`config.mk`:
```
export PLATFORM = sky130hd
export DESIGN_NAME = celacc_back
export DESIGN_NICKNAME = d
export VERILOG_FILES = /design/src/cross_entropy_loss_accumulator_core_assert.svh /design/src/celacc_pkg.sv /design/src/celacc_back.sv
export SDC_FILE = /design/constraint.sdc
export NUM_CORES = 2
export LEC_CHECK = 0
export ABC_AREA = 0
export BUFFER_PORTS_ARGS = -buffer_cell sky130_fd_sc_hd__buf_2
export CAP_MARGIN = 20
export CORE_MARGIN = 5
export CORE_UTILIZATION = 35
export DETAILED_ROUTE_END_ITERATION = 10
export GPL_ROUTABILITY_DRIVEN = 0
export GPL_TIMING_DRIVEN = 0
export PLACE_DENSITY = 0.47
export SLEW_MARGIN = 20
export SYNTH_ARGS = -nofsm -noshare
export SYNTH_HDL_FRONTEND = slang
export SYNTH_SLANG_ARGS = --single-unit
```
`constraint.sdc`:
```
create_clock -name clk -period 18.6 [get_ports clk]
set_input_delay 1.86 -clock clk [delete_from_list [all_inputs] [get_ports clk]]
set_output_delay 1.86 -clock clk [all_outputs]
set_load 0.02 [all_outputs]
```
`src/cross_entropy_loss_accumulator_core_assert.svh`:
```
// Assertion macros for the loss accumulator.
// CELACC_ASSERT     : property checked every edge outside reset.
// CELACC_ASSERT_RST : property checked on the edge after a reset edge.
`ifndef CROSS_ENTROPY_LOSS_ACCUMULATOR_CORE_ASSERT_SVH
`define CROSS_ENTROPY_LOSS_ACCUMULATOR_CORE_ASSERT_SVH
`ifndef SYNTH
`define CELACC_ASSERT(lbl, clk, rstn, prop, msg) \
  lbl: assert property (@(posedge clk) disable iff (!rstn) prop) else $error(msg);
`define CELACC_ASSERT_RST(lbl, clk, rstn, prop, msg) \
  lbl: assert property (@(posedge clk) !rstn |=> prop) else $error(msg);
`else
`define CELACC_ASSERT(lbl, clk, rstn, prop, msg)
`define CELACC_ASSERT_RST(lbl, clk, rstn, prop, msg)
`endif
`endif

```
`src/celacc_pkg.sv`:
```
package celacc_pkg;

  localparam int unsigned LOG_TABLE_BITS = 8;
  localparam int unsigned TBL_N          = 1 << LOG_TABLE_BITS;

  localparam int unsigned SUM_W  = 48;
  localparam int unsigned L2_W   = 21;
  localparam int unsigned LN_W   = 20;
  localparam int unsigned FRAC_W = 17;
  localparam int unsigned MAG_W  = 31;
  localparam int unsigned PROD_W = 64;

  localparam logic [15:0] LN2_Q16 = 16'd45426;

  localparam int unsigned MID_DEPTH_DEF = 4;
  localparam int unsigned OUT_DEPTH_DEF = 4;

  // one closed position on its way to the scaling stage
  typedef struct packed {
    logic [SUM_W-1:0] sum;
    logic [15:0]      wgt;
  } pos_t;

  // log2(1 + idx/2^LOG_TABLE_BITS) in Q0.16; elaboration only
  function automatic logic [FRAC_W-1:0] log2_frac_q16(input int unsigned idx);
    logic [63:0] v;
    logic [23:0] r;
    logic [24:0] rr;
    v = (64'd1 << 30) + (64'(idx) << (30 - LOG_TABLE_BITS));
    r = '0;
    for (int k = 0; k < 24; k++) begin
      v = (v * v) >> 30;
      r = {r[22:0], 1'b0};
      if (v >= (64'd2 << 30)) begin
        r[0] = 1'b1;
        v    = v >> 1;
      end
    end
    rr = {1'b0, r} + 25'd128;
    return rr[24:8];
  endfunction

endpackage

```
`src/celacc_back.sv`:
```
module celacc_back #(
  parameter int unsigned MID_DEPTH = celacc_pkg::MID_DEPTH_DEF,
  parameter int unsigned OUT_DEPTH = celacc_pkg::OUT_DEPTH_DEF
) (
  input  logic                           clk,
  input  logic                           rst_n,
  input  logic signed [15:0]             loss_scale,
  input  logic [$clog2(MID_DEPTH+1)-1:0] mid_count,
  input  celacc_pkg::pos_t               mid_rec,
  output logic                           mid_pop,
  input  logic [$clog2(OUT_DEPTH+1)-1:0] out_count,
  output logic                           out_push,
  output logic [31:0]                    out_word
);

  import celacc_pkg::*;

  localparam int unsigned OCW = $clog2(OUT_DEPTH+1);

  logic [1:0]       busy_cnt;
  logic [15:0]      sc_abs;
  logic [31:0]      mag_full;

  // m1: |scale| * weight
  logic             m1_vld_r, m1_neg_r;
  logic [SUM_W-1:0] m1_sum_r;
  logic [MAG_W-1:0] m1_mag_r;
  // m2: partial products
  logic             m2_vld_r, m2_neg_r, m2_big_r;
  logic [62:0]      m2_plo_r;
  logic [31:0]      m2_phi_r;
  // m3: full product
  logic              m3_vld_r, m3_neg_r, m3_big_r;
  logic [PROD_W-1:0] m3_prod_r;

  logic [PROD_W:0] rnd;
  logic [47:0]     res;
  logic [31:0]     lim;
  logic [31:0]     res_sat;

  assign busy_cnt = 2'(m1_vld_r) + 2'(m2_vld_r) + 2'(m3_vld_r);
  assign mid_pop  = (mid_count != '0) &&
                    ((OCW+2)'(out_count) + (OCW+2)'(busy_cnt) < (OCW+2)'(OUT_DEPTH));

  assign sc_abs   = loss_scale[15] ? 16'(~loss_scale) + 16'd1 : loss_scale;
  assign mag_full = 32'(sc_abs) * 32'(mid_rec.wgt);

  // round, saturate, apply sign
  assign rnd      = (PROD_W+1)'(m3_prod_r) + (PROD_W+1)'(32768);
  assign res      = rnd[63:16];
  assign lim      = m3_neg_r ? 32'h8000_0000 : 32'h7FFF_FFFF;
  assign res_sat  = (m3_big_r || (res > 48'(lim))) ? lim : res[31:0];
  assign out_word = m3_neg_r ? 32'(~res_sat) + 32'd1 : res_sat;
  assign out_push = m3_vld_r;

  always_ff @(posedge clk) begin
    if (!rst_n) begin
      m1_vld_r <= 1'b0;
      m2_vld_r <= 1'b0;
      m3_vld_r <= 1'b0;
    end else begin
      m1_vld_r <= mid_pop;
      m2_vld_r <= m1_vld_r;
      m3_vld_r <= m2_vld_r;
    end
  end

  always_ff @(posedge clk) begin
    m1_neg_r  <= loss_scale[15];
    m1_sum_r  <= mid_rec.sum;
    m1_mag_r  <= mag_full[MAG_W-1:0];
    m2_neg_r  <= m1_neg_r;
    // both upper halves set: product is past any 32-bit result
    m2_big_r  <= (|m1_sum_r[47:32]) && (|m1_mag_r[30:16]);
    m2_plo_r  <= 63'(m1_sum_r[31:0]) * 63'(m1_mag_r);
    m2_phi_r  <= 32'(m1_sum_r[47:32]) * 32'(m1_mag_r[15:0]);
    m3_neg_r  <= m2_neg_r;
    m3_big_r  <= m2_big_r;
    m3_prod_r <= {m2_phi_r, 32'd0} + PROD_W'(m2_plo_r);
  end

endmodule

```
==> qor.txt <==
Layout Nets -> 8249
Synth top area cells -> fa_1, ha_1, inv_1
FMAX -> 0.0840 GHz
HP Class -> flop to flop
Final instance count without filler cells -> 8582
Setup TNS -> 0 ns
Design area -> 0.0610 mm^2
Ports -> 122
Fin. max-slew vios -> 0
Core ar. -> 0.161 mm^2
Vias -> 43100
Vias in the first global route -> 45000
Yosys top cell area share -> 44.4%
H-tree Lvls -> 1
Clock sinks -> 216
Post-synth EDFFs -> 0
WP data required -> 19.08 ns
Placed Cells -> 8512
Syn Nets -> 8095
Critical path arrival -> 12.38 ns
CTS root buffer -> clkbuf_16
Setup Skew -> 0.0249 ns
DR DRC count -> 0
CTS Buffer Depth -> 3
Fin. Hold Viols -> 0
Die Wd -> 412 um
Row cnt -> 147
FF-to-FF setup slack -> 6.70 ns
Post-DP HPWL -> 175 mm
Synth-to-layout area growth -> 7.93%
RSZ-0062 raised after global routing -> no
Drt via density -> 5.02
Syn avg cell area -> 9.07 um^2
Post CTS Setup Buffer Count -> 0
Min-delay src -> m2_plo_r[19]$_DFF_P_
Initial Util -> 35.2%
CP endpoint kind -> flop
Sequential area share after synthesis -> 7.65%
Worst-margin pin slew -> 1.21 ns
Die height -> 412 um
Yosys cell types -> 81
Largest net degree at the start of global routing -> 37
Clock-pin transition on the worst setup and hold timing paths -> 0.06 ns
Worst Slack Setup Final -> 6.70 ns
I/O Buffers -> 121
Post-Syn Area -> 0.0565 mm^2
Max_cap viols -> 0
Dpl cell area -> 0.0599 mm^2
CP max FO -> 10
GRT Overall Usage -> 24.2%
CTS tree -> built
Yosys top cell by area -> fa_1
Grt ovf -> 0
# resized after CTS -> 0
TritonCTS Buffers -> 29
Final setup viols -> 0
Final worst path period share -> 64.0%
CP startpoint -> m1_mag_r[11]$_DFF_P_
Minimum clock period -> 11.90 ns
Ys async rst share -> 0%
Startpoint Class -> flop
Kind of critical path -> flop to flop
ANT nets after route -> 0
Post-synthesis register bit count -> 216
Global-route wire length before repair -> 300 mm
Later-pin clock latency in the skew report -> 0.62 ns
Layout cells sized above 1 -> 3.59%
Reg2reg start -> m1_mag_r[11]$_DFF_P_
Cells after synthesis -> 6229
Die ar. -> 0.170 mm^2
Hold buffer count at cts -> 0
Pre-CTS setup slack -> 6.77 ns
Primary FF master, synth -> dfxtp_1
First DRT Iteration DRCs -> 3004
Initial antenna violation count -> 36
Routed WL -> 204 mm
Post-DR wirelength/cell -> 23.8 um
Status -> complete, no violations
Pre-antenna DRT Iters -> 5
Synth warn -> 0
Slew HR -> 19.3%
-- final timing paths --
| path | endpoint | cells after the start |
|---|---|---|
| max | m2_plo_r[60]$_DFF_P_ | 27 |
| min | m3_prod_r[19]$_DFF_P_ | 0 |
| max reg2reg | m2_plo_r[60]$_DFF_P_ | 27 |
| min reg2reg | m3_prod_r[19]$_DFF_P_ | 0 |
-- per-layer routing --
metal	wire, um	track usage, %
met1	83700	31.1
met3	12200	3.32
met5	94	0
met2	97600	40.9
met4	10700	10.2
-- metrics by stage --
step                hold WS, ns  utilization (%)
floorplan                 0.310                -
global placement          0.313             37.2
global route              0.333             38.0
detailed placement        0.314             37.3
finish                    0.325             38.0
CTS                       0.327             38.0
-- cells in the final DEF, fill, tap and decap left out, drive strengths merged, types with 22 or more instances in the layout --
cell type | synthesis | final
xor2 | 43 | 43
nor2 | 122 | 122
nand4 | 24 | 24
ha | 524 | 524
inv | 1328 | 1333
xnor2 | 137 | 137
clkbuf | 281 | 315
nand2b | 22 | 22
and2 | 738 | 738
a21oi | 145 | 145
nand3 | 39 | 39
o21ai | 85 | 85
fa | 1254 | 1254
nor4 | 22 | 22
buf | 11 | 134
a21o | 56 | 56
nand2 | 877 | 877
o21bai | 22 | 22
dfxtp | 216 | 216
nor3 | 46 | 46
-- worst max-delay path: stages, from the launching register on --
cell      delay, ns
dfxtp_1        0.43
clkbuf_1       0.88
clkbuf_1       0.92
nand2_1        0.19
fa_1           0.56
inv_1          0.05
fa_1           0.52
inv_1          0.07
fa_1           0.54
inv_1          0.06
fa_1           0.49
inv_1          0.05
fa_1           0.56
fa_1           0.43
fa_1           0.59
fa_1           0.59
inv_1          0.06
ha_1           0.41
nand4_1        0.23
or4_1          0.47
o311ai_1       0.69
nor4_1         0.21
o21ai_0        0.87
a31oi_1        0.33
o31ai_1        0.71
a21boi_0       0.26
nand2b_1       0.21
a221oi_1       0.37
-- sequential cells by signal (all words and copies together) (netlist names), 31 cells and up --
name and count:
m1_mag_r 31, m1_sum_r 48, m2_plo_r 48, m2_phi_r 32, m3_prod_r 49
-- final cells by class --
cell class                      instances  area [um^2]
Antenna cell                           17         42.5
Buffer                                292         1140
Clock buffer                           34          774
Clock inverter                         19          278
Fill cell                           16700        99600
Inverter                             1328         4980
Multi-Input combinational cell       4393        46100
Sequential cell                       216         4330
Tap cell                             2160         2700
Timing Repair Buffer                  123          648
-- cell usage after synthesis (10+ instances only) --
master,number
a31oi_1,14
o21bai_1,22
and3_1,16
ha_1,524
o31ai_1,15
nand2b_1,22
nor4_1,21
inv_1,1327
nor2_1,122
fa_1,1254
o21ai_0,84
and2_1,738
a21boi_0,10
dfxtp_1,216
nor3_1,45
nand3_1,39
or3_1,10
nand4_1,24
clkbuf_1,281
nor2b_1,15
a211oi_1,16
xor2_1,42
o21a_1,19
nand2_1,875
xnor2_1,136
a21oi_1,145
a21o_1,55
-- kinds of logic (layout without fill, tap and decap cells) --
kind of cell / count (synthesis) / after routing / synth area share (%)
buffers and inverters: 1620 / 1796 / 10.8
AND/OR/NAND/NOR: 1976 / 1976 / 17.5
other: 0 / 17 / 0
flip-flops: 216 / 216 / 7.65
AO/OA/AOI/OAI: 455 / 455 / 5.16
XOR/XNOR: 180 / 180 / 2.82
adder cells (fa/ha/maj): 1778 / 1778 / 56.0
multiplexers: 4 / 4 / 0.0753
Power is left out: the tool's default activity adds up to more than one toggle a clock period on the data nets, which glitch-free logic cannot reach.
