## src/cross_entropy_loss_accumulator_core_assert.svh

```systemverilog
// Assertion macros for the loss accumulator.
// CELACC_ASSERT     : property checked every edge outside reset.
// CELACC_ASSERT_RST : property checked on the edge after a reset edge.
`ifndef CROSS_ENTROPY_LOSS_ACCUMULATOR_CORE_ASSERT_SVH
`define CROSS_ENTROPY_LOSS_ACCUMULATOR_CORE_ASSERT_SVH
`ifndef SYNTH
`define CELACC_ASSERT(lbl, clk, rstn, prop, msg) \
  lbl: assert property (@(posedge clk) disable iff (!rstn) prop) else $error(msg);
`define CELACC_ASSERT_RST(lbl, clk, rstn, prop, msg) \
  lbl: assert property (@(posedge clk) !rstn |=> prop) else $error(msg);
`else
`define CELACC_ASSERT(lbl, clk, rstn, prop, msg)
`define CELACC_ASSERT_RST(lbl, clk, rstn, prop, msg)
`endif
`endif

```

## src/celacc_fifo.sv

```systemverilog
module celacc_fifo #(
  parameter int unsigned WIDTH = 32,
  parameter int unsigned DEPTH = 4
) (
  input  logic                       clk,
  input  logic                       rst_n,
  input  logic                       push,
  input  logic [WIDTH-1:0]           wdata,
  input  logic                       pop,
  output logic [WIDTH-1:0]           rdata,
  output logic [$clog2(DEPTH+1)-1:0] count
);

  localparam int unsigned AW = $clog2(DEPTH);
  localparam int unsigned CW = $clog2(DEPTH+1);

  logic [WIDTH-1:0] mem_r [DEPTH];
  logic [AW-1:0]    wr_ptr_r;
  logic [AW-1:0]    rd_ptr_r;
  logic [CW-1:0]    count_r;
  logic [AW-1:0]    wr_ptr_nxt;
  logic [AW-1:0]    rd_ptr_nxt;

  assign wr_ptr_nxt = (wr_ptr_r == AW'(DEPTH-1)) ? '0 : wr_ptr_r + 1'b1;
  assign rd_ptr_nxt = (rd_ptr_r == AW'(DEPTH-1)) ? '0 : rd_ptr_r + 1'b1;

  always_ff @(posedge clk) begin
    if (!rst_n) begin
      wr_ptr_r <= '0;
      rd_ptr_r <= '0;
      count_r  <= '0;
    end else begin
      if (push) begin
        wr_ptr_r <= wr_ptr_nxt;
      end
      if (pop) begin
        rd_ptr_r <= rd_ptr_nxt;
      end
      if (push && !pop) begin
        count_r <= count_r + 1'b1;
      end else if (pop && !push) begin
        count_r <= count_r - 1'b1;
      end
    end
  end

  always_ff @(posedge clk) begin
    if (push) begin
      mem_r[wr_ptr_r] <= wdata;
    end
  end

  assign rdata = mem_r[rd_ptr_r];
  assign count = count_r;

endmodule

```

## config.mk

```make
export PLATFORM = sky130hd
export DESIGN_NAME = celacc_fifo
export DESIGN_NICKNAME = d
export VERILOG_FILES = /design/src/cross_entropy_loss_accumulator_core_assert.svh /design/src/celacc_fifo.sv
export SDC_FILE = /design/constraint.sdc
export NUM_CORES = 1
export LEC_CHECK = 0
export ABC_AREA = 1
export BUFFER_PORTS_ARGS = -buffer_cell sky130_fd_sc_hd__buf_2
export CORE_ASPECT_RATIO = 1.4
export CORE_MARGIN = 10
export CORE_UTILIZATION = 60
export DETAILED_ROUTE_END_ITERATION = 8
export GPL_TIMING_DRIVEN = 0
export MAX_ROUTING_LAYER = met4
export PLACE_DENSITY = 0.83
export SYNTH_ARGS = -nofsm -noshare
export SYNTH_HDL_FRONTEND = slang
export SYNTH_SLANG_ARGS = --single-unit
```

## constraint.sdc

```tcl
create_clock -name clk -period 4.75 [get_ports clk]
set_input_delay 0.95 -clock clk [delete_from_list [all_inputs] [get_ports clk]]
set_output_delay 0.95 -clock clk [all_outputs]
set_load 0.05 [all_outputs]
```

==> results.json, run 1 <==
{
  "run_status": "completed",
  "path_delay_family": "buffers and inverters",
  "synth_cells": 366,
  "fin_util_pct": 73.4,
  "crit_type": "reg -> out",
  "relSlewSlack_pct": 39.9,
  "layout.nets": 500,
  "cts-resized-gates": 0,
  "path_buf_inv": 2,
  "grt_usage_pct": 18.3,
  "tightest_slew_ns": 0.901,
  "cts_sinks": 137,
  "drv_cap": 0,
  "holdBufCountCts": 0,
  "core_area_mm2": 0.00856,
  "ys_seq_area_share_pct": 77.0,
  "num_rows": 40,
  "hold_class": "reg -> reg",
  "max_stage_delay_ns": 0.39,
  "hold_depth": 4,
  "grt_pass1_wl_mm": 17.6,
  "drv_slew": 0,
  "syn_area_mm2": 0.00523,
  "wl_mm": 11.3,
  "die_w_um": 98.9,
  "fmax_ghz": 0.356,
  "final_cell_mix": "edfxtp_1 (128), buf_2 (76), nor2_1 (72)",
  "regToRegSetupSlack_ns": 2.90,
  "ys_types": 21,
  "dr.first_iter.drc_count": 318,
  "start_util_pct": 61.1,
  "grt_pass1_vias": 3510,
  "drive_gt1_share_pct": 25.3,
  "synth_nets": 409,
  "wl_per_cell_um": 19.5,
  "dieArea_mm2": 0.0129,
  "mostFrequentLayoutCell": "edfxtp_1",
  "power_leakage_nw": 2.35,
  "postRouteAntennaNets": 0,
  "crit_slowest_cell": "clkbuf_1",
  "grt.overflow.total": 0,
  "drc": 0,
  "power_density_mw_per_mm2": 472,
  "whs_endpoint": "count[2]",
  "r2r_end": "mem_r[0][23]",
  "cts_tree": "built",
  "grt_max_degree": 33,
  "cts-root-buf": "clkbuf_16",
  "finalWeightedCongestion": 0.743,
  "io_buffers": 70,
  "path_cells": "clkbuf_1 > o21ai_0 > o22ai_1 > buf_2",
  "dp_hpwl_mm": 7.09,
  "postCtsSetupRepairBufs": 0,
  "vias": 3337,
  "antenna_found_initial": 1,
  "cp_max_fo": 10,
  "ys_warn_count": 0,
  "clock_latency_ns": 0.41,
  "rsz0062_at_grt": "false",
  "finalHoldViolCount": 0,
  "syn_avg_cell_area_um2": 14.3,
  "hp-start": "count[2]",
  "path_clk_slew_ns": 0.05,
  "fin_skew_ns": 0.00405,
  "synth_seq_cells": 137,
  "finalSetupTns_ns": 0,
  "cts_made_buffers": 17,
  "start_kind": "register",
  "ios": 71,
  "period_minus_slack_ns": 2.81,
  "clk_path_buf_depth": 2,
  "period_share_pct": 59.1,
  "syn_to_final_growth_pct": 20.3,
  "r2r_start": "wr_ptr_r[0]",
  "dr.pass1.iters": 5,
  "die_h_um": 130,
  "h-tree-depth": 4,
  "crit_path_end_kind": "output port",
  "avgViaCountPerCell": 5.78,
  "crit_arrival_ns": 1.86,
  "ir_drop_uv": 332,
  "critPathRequiredTime_ns": 3.80,
  "setup_violations": 0,
  "reg2regPathDepth": 5
}
[area by class of cell]
cell class | count | area (µm²)
Antenna cell | 2 | 5.00
Buffer | 19 | 158
Clock buffer | 17 | 425
Clock inverter | 15 | 91.3
Fill cell | 519 | 2270
Inverter | 16 | 67.6
Multi-Input combinational cell | 194 | 976
Sequential cell | 137 | 4020
Tap cell | 105 | 131
Timing Repair Buffer | 72 | 405
[Yosys cell counts, drive strengths merged]
cell	instances	area share, %
buf	18	2.9
nor3	2	0.19
inv	16	1.3
nand2	8	0.57
nand4	1	0.12
nor2	72	5.2
dfxtp	9	3.4
clkbuf	1	0.072
xor2	1	0.17
edfxtp	128	74
a21oi	3	0.29
o21ai	67	6.4
ha	6	1.4
nand3	1	0.096
fa	1	0.38
o22ai	32	3.8
[per-layer routing]
| layer | routed length (µm) | vias up | track usage, % |
|---|---|---|---|
| met2 | 6070 | 124 | 31.5 |
| li1 | - | 1540 | - |
| met3 | 674 | 22 | 6.15 |
| met4 | 198 | 0 | 7.61 |
| met1 | 4320 | 1651 | 18.9 |
| met5 | 0 | - | - |
[power by group]
part	total [W]	switching [W]	internal, W
clock	0.00114	0.000447	0.000696
combinational	0.000427	0.000319	0.000108
sequential	0.00140	0.0000184	0.00138
total	0.00297	0.000784	0.00218
[per-stage QoR]
stage          power [W]  hold WS [ns]  setup WS (ns)  instances  instance area (µm²)
5_1_grt          0.00307         0.575           1.85        576                 6280
3_3_place_gp     0.00183         0.508           2.10        541                 5710
3_5_place_dp     0.00185         0.525           2.36        543                 5760
6_report         0.00297         0.528           1.94        577                 6280
2_1_floorplan    0.00172         0.490           2.34        366                 5230
4_1_cts          0.00298         0.533           1.95        575                 6280
[cell families (layout without fill, tap and decap cells)]
group                      count (synthesis)  after routing  synth area share [%]
AOI/OAI and AO/OA                        102            102                  10.5
xor gates and xnor gates                   1              1                 0.168
adders and majority gates                  7              7                  1.82
buffers and inverters                     35            139                  4.31
DFF                                      137            137                  77.0
other                                      0              2                     0
and+or+nand+nor                           84             84                  6.15
[how the worst max path moves through the flow]
stage / from / slack (ns) / cells after the start / to
global route: register / 1.85 / 4 / rdata[28]
floorplan: register / 2.34 / 5 / rdata[0]
CTS: register / 1.95 / 4 / rdata[21]
global placement: push / 2.10 / 3 / mem_r[3][1]
detailed placement: push / 2.36 / 4 / mem_r[0][1]
finish: register / 1.94 / 4 / rdata[24]
[registers in the layout (all words and copies together), names as in the netlist, named ones only]
name      flops
mem_r       128
count         3
wr_ptr_r      2
rd_ptr_r      2
[worst reg2reg max path, stage by stage, from the launching register on]
cell and delay (ns):
dfxtp_1 0.34, inv_1 0.10, ha_1 0.16, nand2_1 0.05, inv_1 0.66, buf_16 0.24
(Power assumes the default switching activity.)
==> run 2: changes to the inputs <==
--- a/config.mk
+++ b/config.mk
@@ -9,11 +9,11 @@
 export BUFFER_PORTS_ARGS = -buffer_cell sky130_fd_sc_hd__buf_2
 export CORE_ASPECT_RATIO = 1.4
 export CORE_MARGIN = 10
-export CORE_UTILIZATION = 60
+export CORE_UTILIZATION = 51
 export DETAILED_ROUTE_END_ITERATION = 8
 export GPL_TIMING_DRIVEN = 0
 export MAX_ROUTING_LAYER = met4
-export PLACE_DENSITY = 0.83
+export PLACE_DENSITY = 0.75
 export SYNTH_ARGS = -nofsm -noshare
 export SYNTH_HDL_FRONTEND = slang
 export SYNTH_SLANG_ARGS = --single-unit
==> constraint.sdc (replaced) <==
create_clock -name clk -period 2.4 [get_ports clk]
set_input_delay 0.48 -clock clk [delete_from_list [all_inputs] [get_ports clk]]
set_output_delay 0.48 -clock clk [all_outputs]
set_load 0.05 [all_outputs]
==> results.json, run 2 (same netlist as run 1, synthesis figures left out) <==
{
  "drive_gt1_share_pct": 26.3,
  "fin_cells": 604,
  "clk_path_buf_depth": 2,
  "antenna_found_initial": 1,
  "max_stage_delay_ns": 0.45,
  "fin_area_mm2": 0.00634,
  "crit_arrival_ns": 1.81,
  "relSlewSlack_pct": 44.4,
  "run_status": "completed",
  "grt.overflow.total": 0,
  "die_w_um": 106,
  "hold_class": "in -> reg",
  "core_area_mm2": 0.00995,
  "period_share_pct": 95.5,
  "grt_max_degree": 33,
  "power_density_mw_per_mm2": 976,
  "finalSetupTns_ns": 0,
  "fmax_ghz": 0.436,
  "critPathRequiredTime_ns": 1.92,
  "dp_cells": 571,
  "grt_pass1_vias": 3459,
  "wl_mm": 11.8,
  "wl_per_cell_um": 19.5,
  "ir_drop_uv": 569,
  "setup_violations": 0,
  "drc": 0,
  "dr.first_iter.drc_count": 235,
  "vias": 3278,
  "avgViaCountPerCell": 5.43,
  "cts_tree": "built",
  "crit_type": "reg -> out",
  "dpl_cell_area_mm2": 0.00574,
  "internal_power_w": 0.00461,
  "drv_cap": 0,
  "cts_sinks": 137,
  "path_cells": "buf_2 > o21ai_0 > o22ai_1 > buf_2",
  "postRouteAntennaNets": 0,
  "finalHoldViolCount": 0,
  "largest-register": "mem_r",
  "layout.nets": 498,
  "crit_top_cell": "buf_2",
  "cts_made_buffers": 17,
  "dieArea_mm2": 0.0148,
  "io_buffers": 70,
  "crit_path_end_kind": "output port",
  "grt_pass1_wl_mm": 18.0,
  "holdWs_ns": 0.277,
  "p_total_w": 0.00619,
  "cp_max_fo": 10,
  "drv_slew": 0,
  "power.switching_w": 0.00158,
  "die_h_um": 140,
  "grtUsageMet3_pct": 5.27,
  "r2r_start": "wr_ptr_r[0]",
  "pwr-share-seq_pct": 44.7,
  "swShare_pct": 25.5,
  "period_minus_slack_ns": 2.29,
  "start_kind": "register",
  "rsz0062_at_grt": "false",
  "grt_usage_pct": 16.4,
  "dr.pass1.iters": 5,
  "power_frac_comb_pct": 13.5,
  "postCtsSetupRepairBufs": 0,
  "path_clk_slew_ns": 0.05,
  "cts-root-buf": "clkbuf_16",
  "fin_skew_ns": 0.00541,
  "syn_to_final_growth_pct": 21.3,
  "power_leakage_nw": 2.35,
  "holdBufCountCts": 0,
  "ios": 71,
  "mostFrequentLayoutCell": "edfxtp_1",
  "hp-start": "wdata[31]",
  "p_clk_share_pct": 41.8,
  "crit_slowest_cell": "dfxtp_1",
  "clock_latency_ns": 0.41,
  "dp_hpwl_mm": 6.99,
  "tightest_slew_ns": 0.832,
  "start_util_pct": 52.5,
  "num_rows": 43,
  "h-tree-depth": 4,
  "use_met2_pct": 29.8,
  "finalWeightedCongestion": 0.744,
  "gr-usage-met1_pct": 16.1,
  "largest_reg_flops": 128,
  "grt_busiest_layer": "met2",
  "final_cell_mix": "edfxtp_1 (128), buf_2 (76), nor2_1 (72)"
}
[run 2: final timing paths]
check / slack [ns] / cells after the start / to
max: 0.11 / 4 / rdata[19]
min: 0.28 / 1 / mem_r[3][31]
max reg2reg: 0.72 / 4 / mem_r[0][23]
min reg2reg: 0.52 / 2 / count[1]
[run 2: routing by layer]
metal	wire (µm)	up-vias
li1	-	1539
met1	4490	1634
met2	6610	88
met3	550	17
met4	141	0
met5	0	-
[run 2: stage by stage]
step | setup slack [ns] | utilization, %
after floorplan | 0.463 | -
after global placement | 0.227 | 57.7
after detailed placement | 0.509 | 57.7
after CTS | 0.0342 | 63.6
after global routing | 0.0276 | 63.7
final | 0.108 | 63.7
[run 2: cell type report]
| class | count | area (µm²) |
|---|---|---|
| timing repair buffer | 70 | 350 |
| sequential | 137 | 4020 |
| clock inverter | 9 | 123 |
| inverter | 16 | 67.6 |
| clock buffer | 23 | 468 |
| multi-input combinational | 194 | 976 |
| tap | 135 | 169 |
| fill | 720 | 3610 |
| buffer | 19 | 159 |
| antenna | 1 | 2.50 |
[run 2: what timing repair did]
| item | 4_1_cts | 5_1_grt |
|---|---|---|
| gates resized for setup | 0 | 2 |
| endpoints found under the setup margin | 0 | 9 |
| endpoints found under the hold margin | 0 | 0 |
[run 2: power groups by stage]
stage | registers (W) | logic, W | clock network [W]
global placement | 0.00281 | 0.000818 | 0
detailed placement | 0.00281 | 0.000839 | 0
finish | 0.00277 | 0.000837 | 0.00258
global route | 0.00277 | 0.000892 | 0.00272
floorplan | 0.00283 | 0.000564 | 0
CTS | 0.00277 | 0.000846 | 0.00260
[run 2: worst max-delay path, delay by kind of cell (launching register included)]
family	cells	cell delay (ns)
compound gates	2	0.35
buf+inv	2	0.59
flops	1	0.45
